## src/rtl/tmb_pkg.sv

```systemverilog
// Package for the one-shot timer bank: item types, command and result codes,
// and the control structs passed between the sequencer, count memory and count unit.
// No dependencies.
package tmb_pkg;

   localparam int COUNT_W = 16;
   localparam int MODE_W = 2;
   localparam int SLOT_W = 4;
   localparam int KIND_W = 2;

   localparam logic [MODE_W-1:0] MODE_TICK = 2'd0;
   localparam logic [MODE_W-1:0] MODE_START = 2'd1;
   localparam logic [MODE_W-1:0] MODE_STOP = 2'd2;
   localparam logic [MODE_W-1:0] MODE_RELOAD = 2'd3;

   localparam logic [KIND_W-1:0] KIND_DONE = 2'd0;
   localparam logic [KIND_W-1:0] KIND_IGNORED = 2'd1;
   localparam logic [KIND_W-1:0] KIND_EXPIRED = 2'd2;

   localparam int MAX_RESULTS = 16;
   localparam int RESULT_CNT_W = 5;

   typedef struct packed {
      logic [MODE_W-1:0]  mode;
      logic [SLOT_W-1:0]  slot;
      logic [COUNT_W-1:0] period;
   } req_item_type;

   typedef struct packed {
      logic [KIND_W-1:0] kind;
      logic [SLOT_W-1:0] slot_out;
      logic              last;
   } rsp_item_type;

   typedef struct packed {
      logic               we_remaining;
      logic               we_period;
      logic [COUNT_W-1:0] remaining;
      logic [COUNT_W-1:0] period;
   } ram_write_type;

   typedef struct packed {
      logic               reload;
      logic [COUNT_W-1:0] remaining;
      logic [COUNT_W-1:0] period;
   } count_cmd_type;

   typedef struct packed {
      logic [COUNT_W-1:0] next_count;
      logic               reached_zero;
   } count_result_type;

endpackage

```

## src/rtl/tmb_count_ram.sv

```systemverilog
// Count memory of the timer bank: remaining count and reload period per slot.
// One write address and one read address per cycle, registered read data.
// Depends on tmb_pkg.
module tmb_count_ram #(
   parameter int NUM_SLOTS = 16,
   parameter int IDX_W = 4
) (
   input  logic                        clock,
   input  logic [IDX_W-1:0]            wr_addr,
   input  tmb_pkg::ram_write_type      wr,
   input  logic [IDX_W-1:0]            rd_addr,
   output logic [tmb_pkg::COUNT_W-1:0] rd_remaining,
   output logic [tmb_pkg::COUNT_W-1:0] rd_period
);

   logic [tmb_pkg::COUNT_W-1:0] remaining_mem [NUM_SLOTS];
   logic [tmb_pkg::COUNT_W-1:0] period_mem [NUM_SLOTS];
   logic [tmb_pkg::COUNT_W-1:0] rd_remaining_ff;
   logic [tmb_pkg::COUNT_W-1:0] rd_period_ff;

   always_ff @(posedge clock) begin
      if (wr.we_remaining) begin
         remaining_mem[wr_addr] <= wr.remaining;
      end
      if (wr.we_period) begin
         period_mem[wr_addr] <= wr.period;
      end
      rd_remaining_ff <= remaining_mem[rd_addr];
      rd_period_ff <= period_mem[rd_addr];
   end

   assign rd_remaining = rd_remaining_ff;
   assign rd_period = rd_period_ff;

endmodule

```

## src/rtl/tmb_count_unit.sv

```systemverilog
// Shared count unit of the timer bank: decrements a remaining count modulo 2^16
// and flags zero, or passes the reload period through. Depends on tmb_pkg.
module tmb_count_unit (
   input  tmb_pkg::count_cmd_type    cmd,
   output tmb_pkg::count_result_type res
);

   logic [tmb_pkg::COUNT_W-1:0] decremented;

   assign decremented = cmd.remaining - tmb_pkg::COUNT_W'(1);

   always_comb begin
      if (cmd.reload) begin
         res.next_count = cmd.period;
         res.reached_zero = 1'b0;
      end else begin
         res.next_count = decremented;
         res.reached_zero = (decremented == '0);
      end
   end

endmodule

```

## src/rtl/multi_slot_one_shot_timer_bank.sv

```systemverilog
// Top level of the one-shot timer bank: command sequencer, slot active flags and
// result register. Depends on tmb_pkg, tmb_count_ram and tmb_count_unit.
//
// An item (mode, slot, period) is taken on a clock edge where start is high and busy
// is low. Results appear on rsp_item for one cycle each, marked by rsp_strobe; the
// receiver cannot stall them, and the final result of an item has last set.
// Start and stop finish at once: the result follows in the cycle after the item and busy
// stays low, so one of these can be taken every cycle. A reload of an inactive or
// out-of-range slot is ignored at once as well; otherwise it reads the period, writes it
// back as the remaining count and holds busy high for one cycle; its result is registered
// after the read. A tick walks the count memory one slot per cycle through its single
// read port and the shared decrement unit, then drains its last result. Results come out
// during the walk and in its final cycle, in ascending slot order, at most 16 per tick.
// Reset clears all active flags and returns the sequencer to idle; the count memory
// is not cleared, since a slot's count is only used while a start has made it active.
module multi_slot_one_shot_timer_bank #(
   parameter int NUM_SLOTS = 16
) (
   input  logic                  clock,
   input  logic                  reset,
   input  logic                  start,
   output logic                  busy,
   input  tmb_pkg::req_item_type req_item,
   output logic                  rsp_strobe,
   output tmb_pkg::rsp_item_type rsp_item
);

   localparam int IDX_W = (NUM_SLOTS > 1) ? $clog2(NUM_SLOTS) : 1;
   localparam int WIDE_W = IDX_W + tmb_pkg::SLOT_W;
   localparam logic [IDX_W-1:0] LAST_IDX = IDX_W'(NUM_SLOTS - 1);

   localparam logic [1:0] ST_IDLE = 2'd0;
   localparam logic [1:0] ST_RELOAD = 2'd1;
   localparam logic [1:0] ST_TICK = 2'd2;
   localparam logic [1:0] ST_FINISH = 2'd3;

   function automatic logic [tmb_pkg::SLOT_W-1:0] slot_of(input logic [IDX_W-1:0] idx);
      logic [WIDE_W-1:0] wide;
      wide = {{tmb_pkg::SLOT_W{1'b0}}, idx};
      return wide[tmb_pkg::SLOT_W-1:0];
   endfunction

   logic [1:0]                          state_ff, state_in;
   logic [IDX_W-1:0]                    rd_idx_ff, rd_idx_in;
   logic                                rd_go_ff, rd_go_in;
   logic [IDX_W-1:0]                    st_idx_ff, st_idx_in;
   logic                                st_valid_ff, st_valid_in;
   logic [IDX_W-1:0]                    pend_idx_ff, pend_idx_in;
   logic                                pend_valid_ff, pend_valid_in;
   logic [tmb_pkg::RESULT_CNT_W-1:0]    cnt_ff, cnt_in;
   logic [IDX_W-1:0]                    cmd_idx_ff, cmd_idx_in;
   logic [NUM_SLOTS-1:0]                active_ff, active_in;
   logic                                rsp_strobe_ff, rsp_strobe_in;
   tmb_pkg::rsp_item_type               rsp_item_ff, rsp_item_in;

   logic [WIDE_W-1:0]                   cmd_wide;
   logic [IDX_W-1:0]                    cmd_idx;
   logic                                cmd_in_range;
   logic                                accept;
   logic [IDX_W-1:0]                    wr_addr;
   logic [IDX_W-1:0]                    rd_addr;
   tmb_pkg::ram_write_type              ram_wr;
   logic [tmb_pkg::COUNT_W-1:0]         rd_remaining;
   logic [tmb_pkg::COUNT_W-1:0]         rd_period;
   tmb_pkg::count_cmd_type              count_cmd;
   tmb_pkg::count_result_type           count_res;

   assign cmd_wide = {{IDX_W{1'b0}}, req_item.slot};
   assign cmd_idx = cmd_wide[IDX_W-1:0];
   assign cmd_in_range = (cmd_wide < WIDE_W'(NUM_SLOTS));
   assign accept = start && (state_ff == ST_IDLE);

   tmb_count_ram #(
      .NUM_SLOTS(NUM_SLOTS),
      .IDX_W(IDX_W)
   ) u_count_ram (
      .clock(clock),
      .wr_addr(wr_addr),
      .wr(ram_wr),
      .rd_addr(rd_addr),
      .rd_remaining(rd_remaining),
      .rd_period(rd_period)
   );

   tmb_count_unit u_count_unit (
      .cmd(count_cmd),
      .res(count_res)
   );

   always_comb begin
      state_in = state_ff;
      rd_idx_in = rd_idx_ff;
      rd_go_in = rd_go_ff;
      st_idx_in = st_idx_ff;
      st_valid_in = st_valid_ff;
      pend_idx_in = pend_idx_ff;
      pend_valid_in = pend_valid_ff;
      cnt_in = cnt_ff;
      cmd_idx_in = cmd_idx_ff;
      active_in = active_ff;
      rsp_strobe_in = 1'b0;
      rsp_item_in = rsp_item_ff;
      ram_wr = '0;
      wr_addr = cmd_idx;
      rd_addr = cmd_idx;
      count_cmd.reload = 1'b0;
      count_cmd.remaining = rd_remaining;
      count_cmd.period = rd_period;

      unique case (state_ff)
         ST_IDLE: begin
            if (accept) begin
               rsp_item_in.kind = tmb_pkg::KIND_IGNORED;
               rsp_item_in.slot_out = req_item.slot;
               rsp_item_in.last = 1'b1;
               unique case (req_item.mode)
                  tmb_pkg::MODE_TICK: begin
                     state_in = ST_TICK;
                     rd_idx_in = '0;
                     rd_go_in = 1'b1;
                     st_valid_in = 1'b0;
                     pend_valid_in = 1'b0;
                     cnt_in = '0;
                  end
                  tmb_pkg::MODE_START: begin
                     rsp_strobe_in = 1'b1;
                     if (cmd_in_range && !active_ff[cmd_idx]) begin
                        ram_wr.we_remaining = 1'b1;
                        ram_wr.we_period = 1'b1;
                        ram_wr.remaining = req_item.period;
                        ram_wr.period = req_item.period;
                        active_in[cmd_idx] = 1'b1;
                        rsp_item_in.kind = tmb_pkg::KIND_DONE;
                     end
                  end
                  tmb_pkg::MODE_STOP: begin
                     rsp_strobe_in = 1'b1;
                     if (cmd_in_range && active_ff[cmd_idx]) begin
                        active_in[cmd_idx] = 1'b0;
                        rsp_item_in.kind = tmb_pkg::KIND_DONE;
                     end
                  end
                  tmb_pkg::MODE_RELOAD: begin
                     if (cmd_in_range && active_ff[cmd_idx]) begin
                        state_in = ST_RELOAD;
                        cmd_idx_in = cmd_idx;
                     end else begin
                        rsp_strobe_in = 1'b1;
                     end
                  end
               endcase
            end
         end
         ST_RELOAD: begin
            count_cmd.reload = 1'b1;
            wr_addr = cmd_idx_ff;
            ram_wr.we_remaining = 1'b1;
            ram_wr.remaining = count_res.next_count;
            rsp_strobe_in = 1'b1;
            rsp_item_in.kind = tmb_pkg::KIND_DONE;
            state_in = ST_IDLE;
         end
         ST_TICK: begin
            rd_addr = rd_idx_ff;
            st_valid_in = rd_go_ff;
            st_idx_in = rd_idx_ff;
            if (rd_go_ff) begin
               if (rd_idx_ff == LAST_IDX) begin
                  rd_go_in = 1'b0;
               end else begin
                  rd_idx_in = rd_idx_ff + IDX_W'(1);
               end
            end
            if (st_valid_ff) begin
               wr_addr = st_idx_ff;
               if (active_ff[st_idx_ff]) begin
                  ram_wr.we_remaining = 1'b1;
                  ram_wr.remaining = count_res.next_count;
                  if (count_res.reached_zero) begin
                     active_in[st_idx_ff] = 1'b0;
                     if (cnt_ff < tmb_pkg::RESULT_CNT_W'(tmb_pkg::MAX_RESULTS)) begin
                        cnt_in = cnt_ff + tmb_pkg::RESULT_CNT_W'(1);
                        pend_valid_in = 1'b1;
                        pend_idx_in = st_idx_ff;
                        if (pend_valid_ff) begin
                           rsp_strobe_in = 1'b1;
                           rsp_item_in.kind = tmb_pkg::KIND_EXPIRED;
                           rsp_item_in.slot_out = slot_of(pend_idx_ff);
                           rsp_item_in.last = 1'b0;
                        end
                     end
                  end
               end
               if (st_idx_ff == LAST_IDX) begin
                  state_in = ST_FINISH;
               end
            end
         end
         ST_FINISH: begin
            rsp_strobe_in = 1'b1;
            rsp_item_in.last = 1'b1;
            if (pend_valid_ff) begin
               rsp_item_in.kind = tmb_pkg::KIND_EXPIRED;
               rsp_item_in.slot_out = slot_of(pend_idx_ff);
            end else begin
               rsp_item_in.kind = tmb_pkg::KIND_DONE;
               rsp_item_in.slot_out = '0;
            end
            pend_valid_in = 1'b0;
            state_in = ST_IDLE;
         end
      endcase
   end

   always_ff @(posedge clock) begin
      if (reset) begin
         state_ff <= ST_IDLE;
         rd_go_ff <= 1'b0;
         st_valid_ff <= 1'b0;
         pend_valid_ff <= 1'b0;
         cnt_ff <= '0;
         active_ff <= '0;
         rsp_strobe_ff <= 1'b0;
      end else begin
         state_ff <= state_in;
         rd_go_ff <= rd_go_in;
         st_valid_ff <= st_valid_in;
         pend_valid_ff <= pend_valid_in;
         cnt_ff <= cnt_in;
         active_ff <= active_in;
         rsp_strobe_ff <= rsp_strobe_in;
      end
      rd_idx_ff <= rd_idx_in;
      st_idx_ff <= st_idx_in;
      pend_idx_ff <= pend_idx_in;
      cmd_idx_ff <= cmd_idx_in;
      rsp_item_ff <= rsp_item_in;
   end

   assign busy = (state_ff != ST_IDLE);
   assign rsp_strobe = rsp_strobe_ff;
   assign rsp_item = rsp_item_ff;

`ifndef SYNTHESIS
   a_not_last_is_expiry: assert property (@(posedge clock) disable iff (reset)
      rsp_strobe && !rsp_item.last |-> rsp_item.kind == tmb_pkg::KIND_EXPIRED)
      else $error("non-final result is not an expiry");

   a_start_stop_result: assert property (@(posedge clock) disable iff (reset)
      start && !busy && (req_item.mode == tmb_pkg::MODE_START ||
                         req_item.mode == tmb_pkg::MODE_STOP)
      |=> rsp_strobe && rsp_item.last)
      else $error("start or stop gave no final result in the next cycle");

   a_tick_goes_busy: assert property (@(posedge clock) disable iff (reset)
      start && !busy && req_item.mode == tmb_pkg::MODE_TICK |=> busy && !rsp_strobe)
      else $error("tick did not enter the walk");

   a_finish_closes_tick: assert property (@(posedge clock) disable iff (reset)
      state_ff == ST_FINISH |=> rsp_strobe && rsp_item.last && !busy)
      else $error("tick walk ended without a final result");

   a_result_cap: assert property (@(posedge clock) disable iff (reset)
      cnt_ff <= tmb_pkg::RESULT_CNT_W'(tmb_pkg::MAX_RESULTS))
      else $error("expiry count exceeds the result limit");
`endif

endmodule

```

## config.mk

```make
export PLATFORM = sky130hd
export DESIGN_NAME = multi_slot_one_shot_timer_bank
export DESIGN_NICKNAME = d
export VERILOG_FILES = /design/src/rtl/tmb_pkg.sv /design/src/rtl/tmb_count_ram.sv /design/src/rtl/tmb_count_unit.sv /design/src/rtl/multi_slot_one_shot_timer_bank.sv
export SDC_FILE = /design/constraint.sdc
export NUM_CORES = 1
export LEC_CHECK = 0
export BUFFER_PORTS_ARGS = -buffer_cell sky130_fd_sc_hd__buf_2
export CAP_MARGIN = 20
export CORE_MARGIN = 2
export CORE_UTILIZATION = 54
export CTS_BUF_LIST = sky130_fd_sc_hd__clkbuf_4
export CTS_CLUSTER_DIAMETER = 40
export CTS_CLUSTER_SIZE = 20
export DETAILED_ROUTE_END_ITERATION = 7
export GPL_TIMING_DRIVEN = 1
export PLACE_DENSITY = 0.71
export SKIP_CTS_REPAIR_TIMING = 1
export SLEW_MARGIN = 20
export SYNTH_ARGS = -nofsm -noshare
export SYNTH_HDL_FRONTEND = slang
export SYNTH_SLANG_ARGS = --single-unit
```

## constraint.sdc

```tcl
create_clock -name clock -period 3.9 [get_ports clock]
set_input_delay 0.195 -clock clock [delete_from_list [all_inputs] [get_ports clock]]
set_output_delay 0.195 -clock clock [all_outputs]
set_load 0.03 [all_outputs]
```

# After elaboration in Yosys (flattened, before gate mapping)
# Memory sizes are Yosys's and may differ from the RTL's. A register that Yosys moved wholly into a read port is not among the register bits.
# Index checks and enable logic that the tools add are counted.
# totals
reg_bits	50
mem_bits_rw	512
inputBits	25
output_inout_bits	9
wordCells	165
mem_count	2
# op_classes
n_addsub	3
n_lt_le_gt_ge	6
n_eq_ne	23
muxes	88
bitwise	5
n_reduce_logical	24
# mem_list
name	depth	word_bits	read_ports	rd_clocked_by_memory_dff	write_ports	line_no	source
u_count_ram.period_mem	16	16	1	1	1	tmb_count_ram.sv:17	logic [tmb_pkg::COUNT_W-1:0] period_mem [NUM_SLOTS];
u_count_ram.remaining_mem	16	16	1	1	1	tmb_count_ram.sv:16	logic [tmb_pkg::COUNT_W-1:0] remaining_mem [NUM_SLOTS];
# op_table
cell	n
$mux W16	9
$mux W34	3
$pmux W16 S2	2
$pmux W16 S3	1
$mux W7	6
$and A16 B16 Y16	2
$not A16 Y16	2
$mux W1	31
$mux W5	6
$mux W4	6
$reduce_and A7 Y1	3
$ne A2 B2 Y1 const B	9
$mux W17	1
$logic_not A16 Y1	1
$or A16 B16 Y16	1
$pmux W4 S2	2
$sub A16 B1 Y16 const B	1
$lt A4 B5 Y1 const B	3
$pmux W5 S3	1
$reduce_and A5 Y1	3
$pmux W5 S2	1
$ne A3 B3 Y1 const B	3
$pmux W1 S3	3
$bmux W1 S4	2
other kinds (26)	47

# Logic depth before layout (Yosys ltp)
# logic_depth
ltp_word	10
mapped_depth	12
ltp_nobuf	9

# Hierarchy
# A second synthesis with hierarchy kept.
# hier_totals
cells_unflattened	1382
area_unflattened_um2	24208.2
# modules_own_cells
module	n_inst	cells_each	area_per_inst_um2	seq_area_each_um2
tmb_count_ram	1	863	19935.4	16015.4
multi_slot_one_shot_timer_bank	1	428	3671.0	1231.2
tmb_count_unit	1	91	601.8	0.0

# Least setup slack after synthesis
# No wires, ideal clock.
# synth_timing
path_kind	register to register
startpoint	register state_ff[0]
endpoint	memory u_count_ram.remaining_mem[14][0] (netlist bit), enable pin
setup_time_ns	0.430
arrival_ns	3.560
required_time_ns	3.470
slack_ns	-0.090
path_stages_with_launch	9
n_path_buf	3
synth_period_minus_slack_ns	3.990
cell_sequence	dfxtp_1 inv_1 ha_1 clkbuf_1 buf_1 a222oi_1 clkbuf_1 or2_2 nor4_1
# synth_via
elab_chain_len	6
word_cells_on_any_way	9
classes_between	2 x eq/ne; 5 x mux; 2 x reduce/logical
# synth_lines
element	line_no	source
from (decl)	multi_slot_one_shot_timer_bank.sv:43	logic [1:0] state_ff, state_in;
from (signal assigned)	multi_slot_one_shot_timer_bank.sv:225	state_ff <= state_in;
$logic_not A2 Y1	multi_slot_one_shot_timer_bank.sv:71, multi_slot_one_shot_timer_bank.sv:110	
$logic_and A1 B1 Y1	multi_slot_one_shot_timer_bank.sv:71	assign accept = start && (state_ff == ST_IDLE);
$mux W34	multi_slot_one_shot_timer_bank.sv:112	if (accept) begin
$pmux W1 S3	multi_slot_one_shot_timer_bank.sv:110	unique case (state_ff)
$mux W1	tmb_count_ram.sv:22	if (wr.we_remaining) begin
$mux W1 (not written as such)	tmb_count_ram.sv:23	remaining_mem[wr_addr] <= wr.remaining;
to (decl)	tmb_count_ram.sv:16	
# Several ways; a longest one is shown, not always the timed one.

==> run metrics <==
Design Area, Final roughly 27000 um^2; combinational family with the most area after synthesis multiplexers; share of power burned in registers 53.3%; Leak ~9 nW; post-synthesis instance total 1426; CP Capture Type flip-flop; Final setup viols 0; synthesis-stage register bit count ~600; P_int about 9.8 mW; row count between 70 and 80; chip width ~220 um; Critical Path Max Stage Delay 0.82 ns; largest net degree at the start of global routing 73; critical path type flip-flop to flip-flop; Via Count between 10k and 15k; Area after DPL approximately 26000 um^2; Clk Latency, worst-skew pair a little over 0.8 ns; slowest CP cell nor2_1; combinational share of power between 10% and 20%; Tot Pwr 14.0 mW; clock share of power between 20% and 30%; xor/xnor share of the synthesized area less than 1%; Worst setup startpoint u_count_ram.rd_remaining[0]; global-route wire length before repair roughly 85 mm; Core Area between 40000 and 50000 um^2; flop-to-flop setup slack ~0.31 ns; hold path cells 3; failing checks DRC; # port buffers 33; R2R Path End u_count_ram.remaining_mem[15][10]; initial antenna violation count 1; Worst VDD drop between 0.2 and 0.3 mV; hold slack 0.0597 ns; most common cell after layout, fill and taps aside edfxtp_1; Clock Sinks roughly 590; CP required ~4.3 ns; Remaining DRCs 1; adder-cell share of the synthesized area 0.769%; Nets 1603; Post-Syn Area about 24000 um^2; Max Cap Violations 0; Psw 4.22 mW; Syn Nets ~1.5k; synthesis-to-finish area growth 12.5%; sw frac a little under a third; register area share after synthesis between 70% and 80%; most common flop cell mapped by yosys edfxtp_1; WP data arrival ~4 ns; Yosys cell types 68; syn avg cell area ~17 um^2; Vert. Die Dim 217 um; TritonCTS clock tree built; Routed WL between 50 and 60 mm; Buf+Inv Stages, Crit Path 1; CP top delay family simple AND/OR/NAND/NOR gates; vias in the first global route about 14k; max_slew headroom around 24%; post-synthesis mux area share between 10 and 15%; status complete, but fails checks; # H-tree levels 3; worst-case clock skew 0.0820 ns; initial detailed-routing violation count 1637; number of enable flip-flop cells after synthesis 535; Simple-Gate Fraction of Synth Area just over 7%; routed len/inst between 20 and 30 um; HP Start req_item[3]; crit path launch type flip-flop; Max Clk Rate 279 MHz; Compound-Gate Fraction of Synth Area 6.06%; FF-to-FF Start u_count_ram.rd_remaining[0]; Tmin final between 3 and 4 ns; Starting Density between 50% and 60%; Pins Over Slew Limit 0; DIE AREA around 47000 um^2; Final Hold Fails 0; period utilisation layout 92.0%; Cell Chain, Critical Path inv_1 > ha_1 > nor3b_1 > nand2_1 > or3_1 > xor2_1 > nor3_1 > a211oi_1 > nor2_1; Syn. warnings 0; RSZ-0062 raised after global routing false; hpwl dp between 30 and 40 mm; DRT antenna net count 0; vias per cell about 6.3; pwr dens between 500 and 600 nW/um^2; Hold Crit Endpoint u_count_ram.period_mem[11][3]; total CTS buffers 74; gpl congestion approximately 0.92; share of cells above drive strength 1 28.5%; Root Buffer clkbuf_4; clk slew on worst S/H paths 0.14 ns; Ports 34; Pre-antenna DRT Iters 7; gr ovfl total 0; Hold/Removal Path Class primary input to flip-flop; commonest non-fill, non-tap cells in the layout edfxtp_1, mux4_2, nand2_1; FFs w/ async S/R, synth 0%; Total GRT Usage 24.6%; Crit Path Max Fanout 16; worst r2r path cells 9; maximum buffer depth of the clock tree 3; measured slew at the worst slew-check pin about 1.1 ns
[routing by layer]
layer / track usage (%) / share of wire, %
met5: 0 / 0
met4: 9.66 / 3.6
met3: 4.53 / 7.5
met2: 39.5 / 49
met1: 33.7 / 40
[stage by stage]
step           setup slack (ns)  utilization, %  std cells  TNS [ns]
3_5_place_dp              0.274            58.4       2057         0
4_1_cts                   0.390            61.3       2194         0
6_report                  0.313            61.8       2217         0
2_1_floorplan           -0.0897               -       1426     -6.74
5_1_grt                   0.117            61.8       2217         0
3_3_place_gp              0.351            58.4       2057         0
[flip-flops by register name, summed over array words and instances, names as in the netlist, 4 cells and up, named ones only]
name,flops
rd_idx_ff,4
u_count_ram.remaining_mem,256
pend_idx_ff,4
u_count_ram.rd_period,16
cnt_ff,5
rsp_item,7
cmd_idx_ff,4
u_count_ram.period_mem,256
st_idx_ff,4
u_count_ram.rd_remaining,16
[power groups by stage]
stage	sequential, mW	combinational [mW]	clock (mW)
6_report	7.48	2.35	4.20
5_1_grt	7.50	2.52	4.53
4_1_cts	7.48	2.32	4.29
3_5_place_dp	7.62	2.32	0
3_3_place_gp	7.61	2.30	0
2_1_floorplan	7.54	1.58	0
[worst max path at each step]
stage / slack (ns) / cells after the start / endpoint
3_5_place_dp: 0.27 / 9 / u_count_ram.remaining_mem[15][13]
5_1_grt: 0.12 / 9 / u_count_ram.remaining_mem[15][10]
2_1_floorplan: -0.09 / 8 / u_count_ram.remaining_mem[12][0]
3_3_place_gp: 0.35 / 9 / u_count_ram.remaining_mem[15][13]
6_report: 0.31 / 9 / u_count_ram.remaining_mem[15][10]
4_1_cts: 0.39 / 8 / u_count_ram.remaining_mem[15][13]
[kinds of logic after synthesis]
kind of cell | Yosys count
buf+inv | 108
compound gates | 199
flops | 594
fa+ha+maj | 15
mux | 144
xor+xnor | 14
simple gates | 352
[cell type report]
cell class / instances / area [um^2]
flip-flops and latches: 594 / 17200
fillers: 3160 / 17000
well taps: 592 / 741
repair buffers: 149 / 1190
clock inverters: 59 / 712
clock buffers: 78 / 586
inverters: 20 / 75.1
multi-input cells: 724 / 6900
diodes: 1 / 2.50
[worst reg2reg max path, delay by kind of cell (launching register included)]
kind                     cells  cell delay [ns]
AO/OA/AOI/OAI                1             0.10
adder cells (fa/ha/maj)      1             0.31
XOR/XNOR                     1             0.15
flip-flops                   1             0.41
buffers and inverters        1             0.10
AND/OR/NAND/NOR              5             2.14
[Yosys cell counts, drive strengths merged (2+ instances only)]
cell,n,area (um^2)
edfxtp,535,16100
mux4,137,3090
nand2,129,487
nor2,62,240
dfxtp,59,1180
and2,58,368
clkbuf,53,199
a31oi,48,300
a211oi,43,328
buf,35,181
a21oi,28,140
nand3,20,100
nor3,20,100
inv,19,71.3
a32oi,16,140
a311oi,15,194
ha,15,188
o21ai,15,75.1
nor4,14,109
or3,12,75.1
xor2,9,78.8
mux2i,7,70.1
nor2b,7,43.8
a22o,6,52.6
nand4,6,37.5
nor3b,6,50.1
xnor2,5,43.8
a31o,4,43.8
o31a,4,35.0
nand3b,3,22.5
nor4b,3,26.3
o31ai,3,22.5
a221o,2,20.0
a221oi,2,17.5
and3,2,12.5
and4,2,17.5
nand2b,2,12.5
o2111ai,2,17.5
o211ai,2,15.0
or2,2,12.5
or4b,2,20.0
Power figures use the tool's default switching activity.
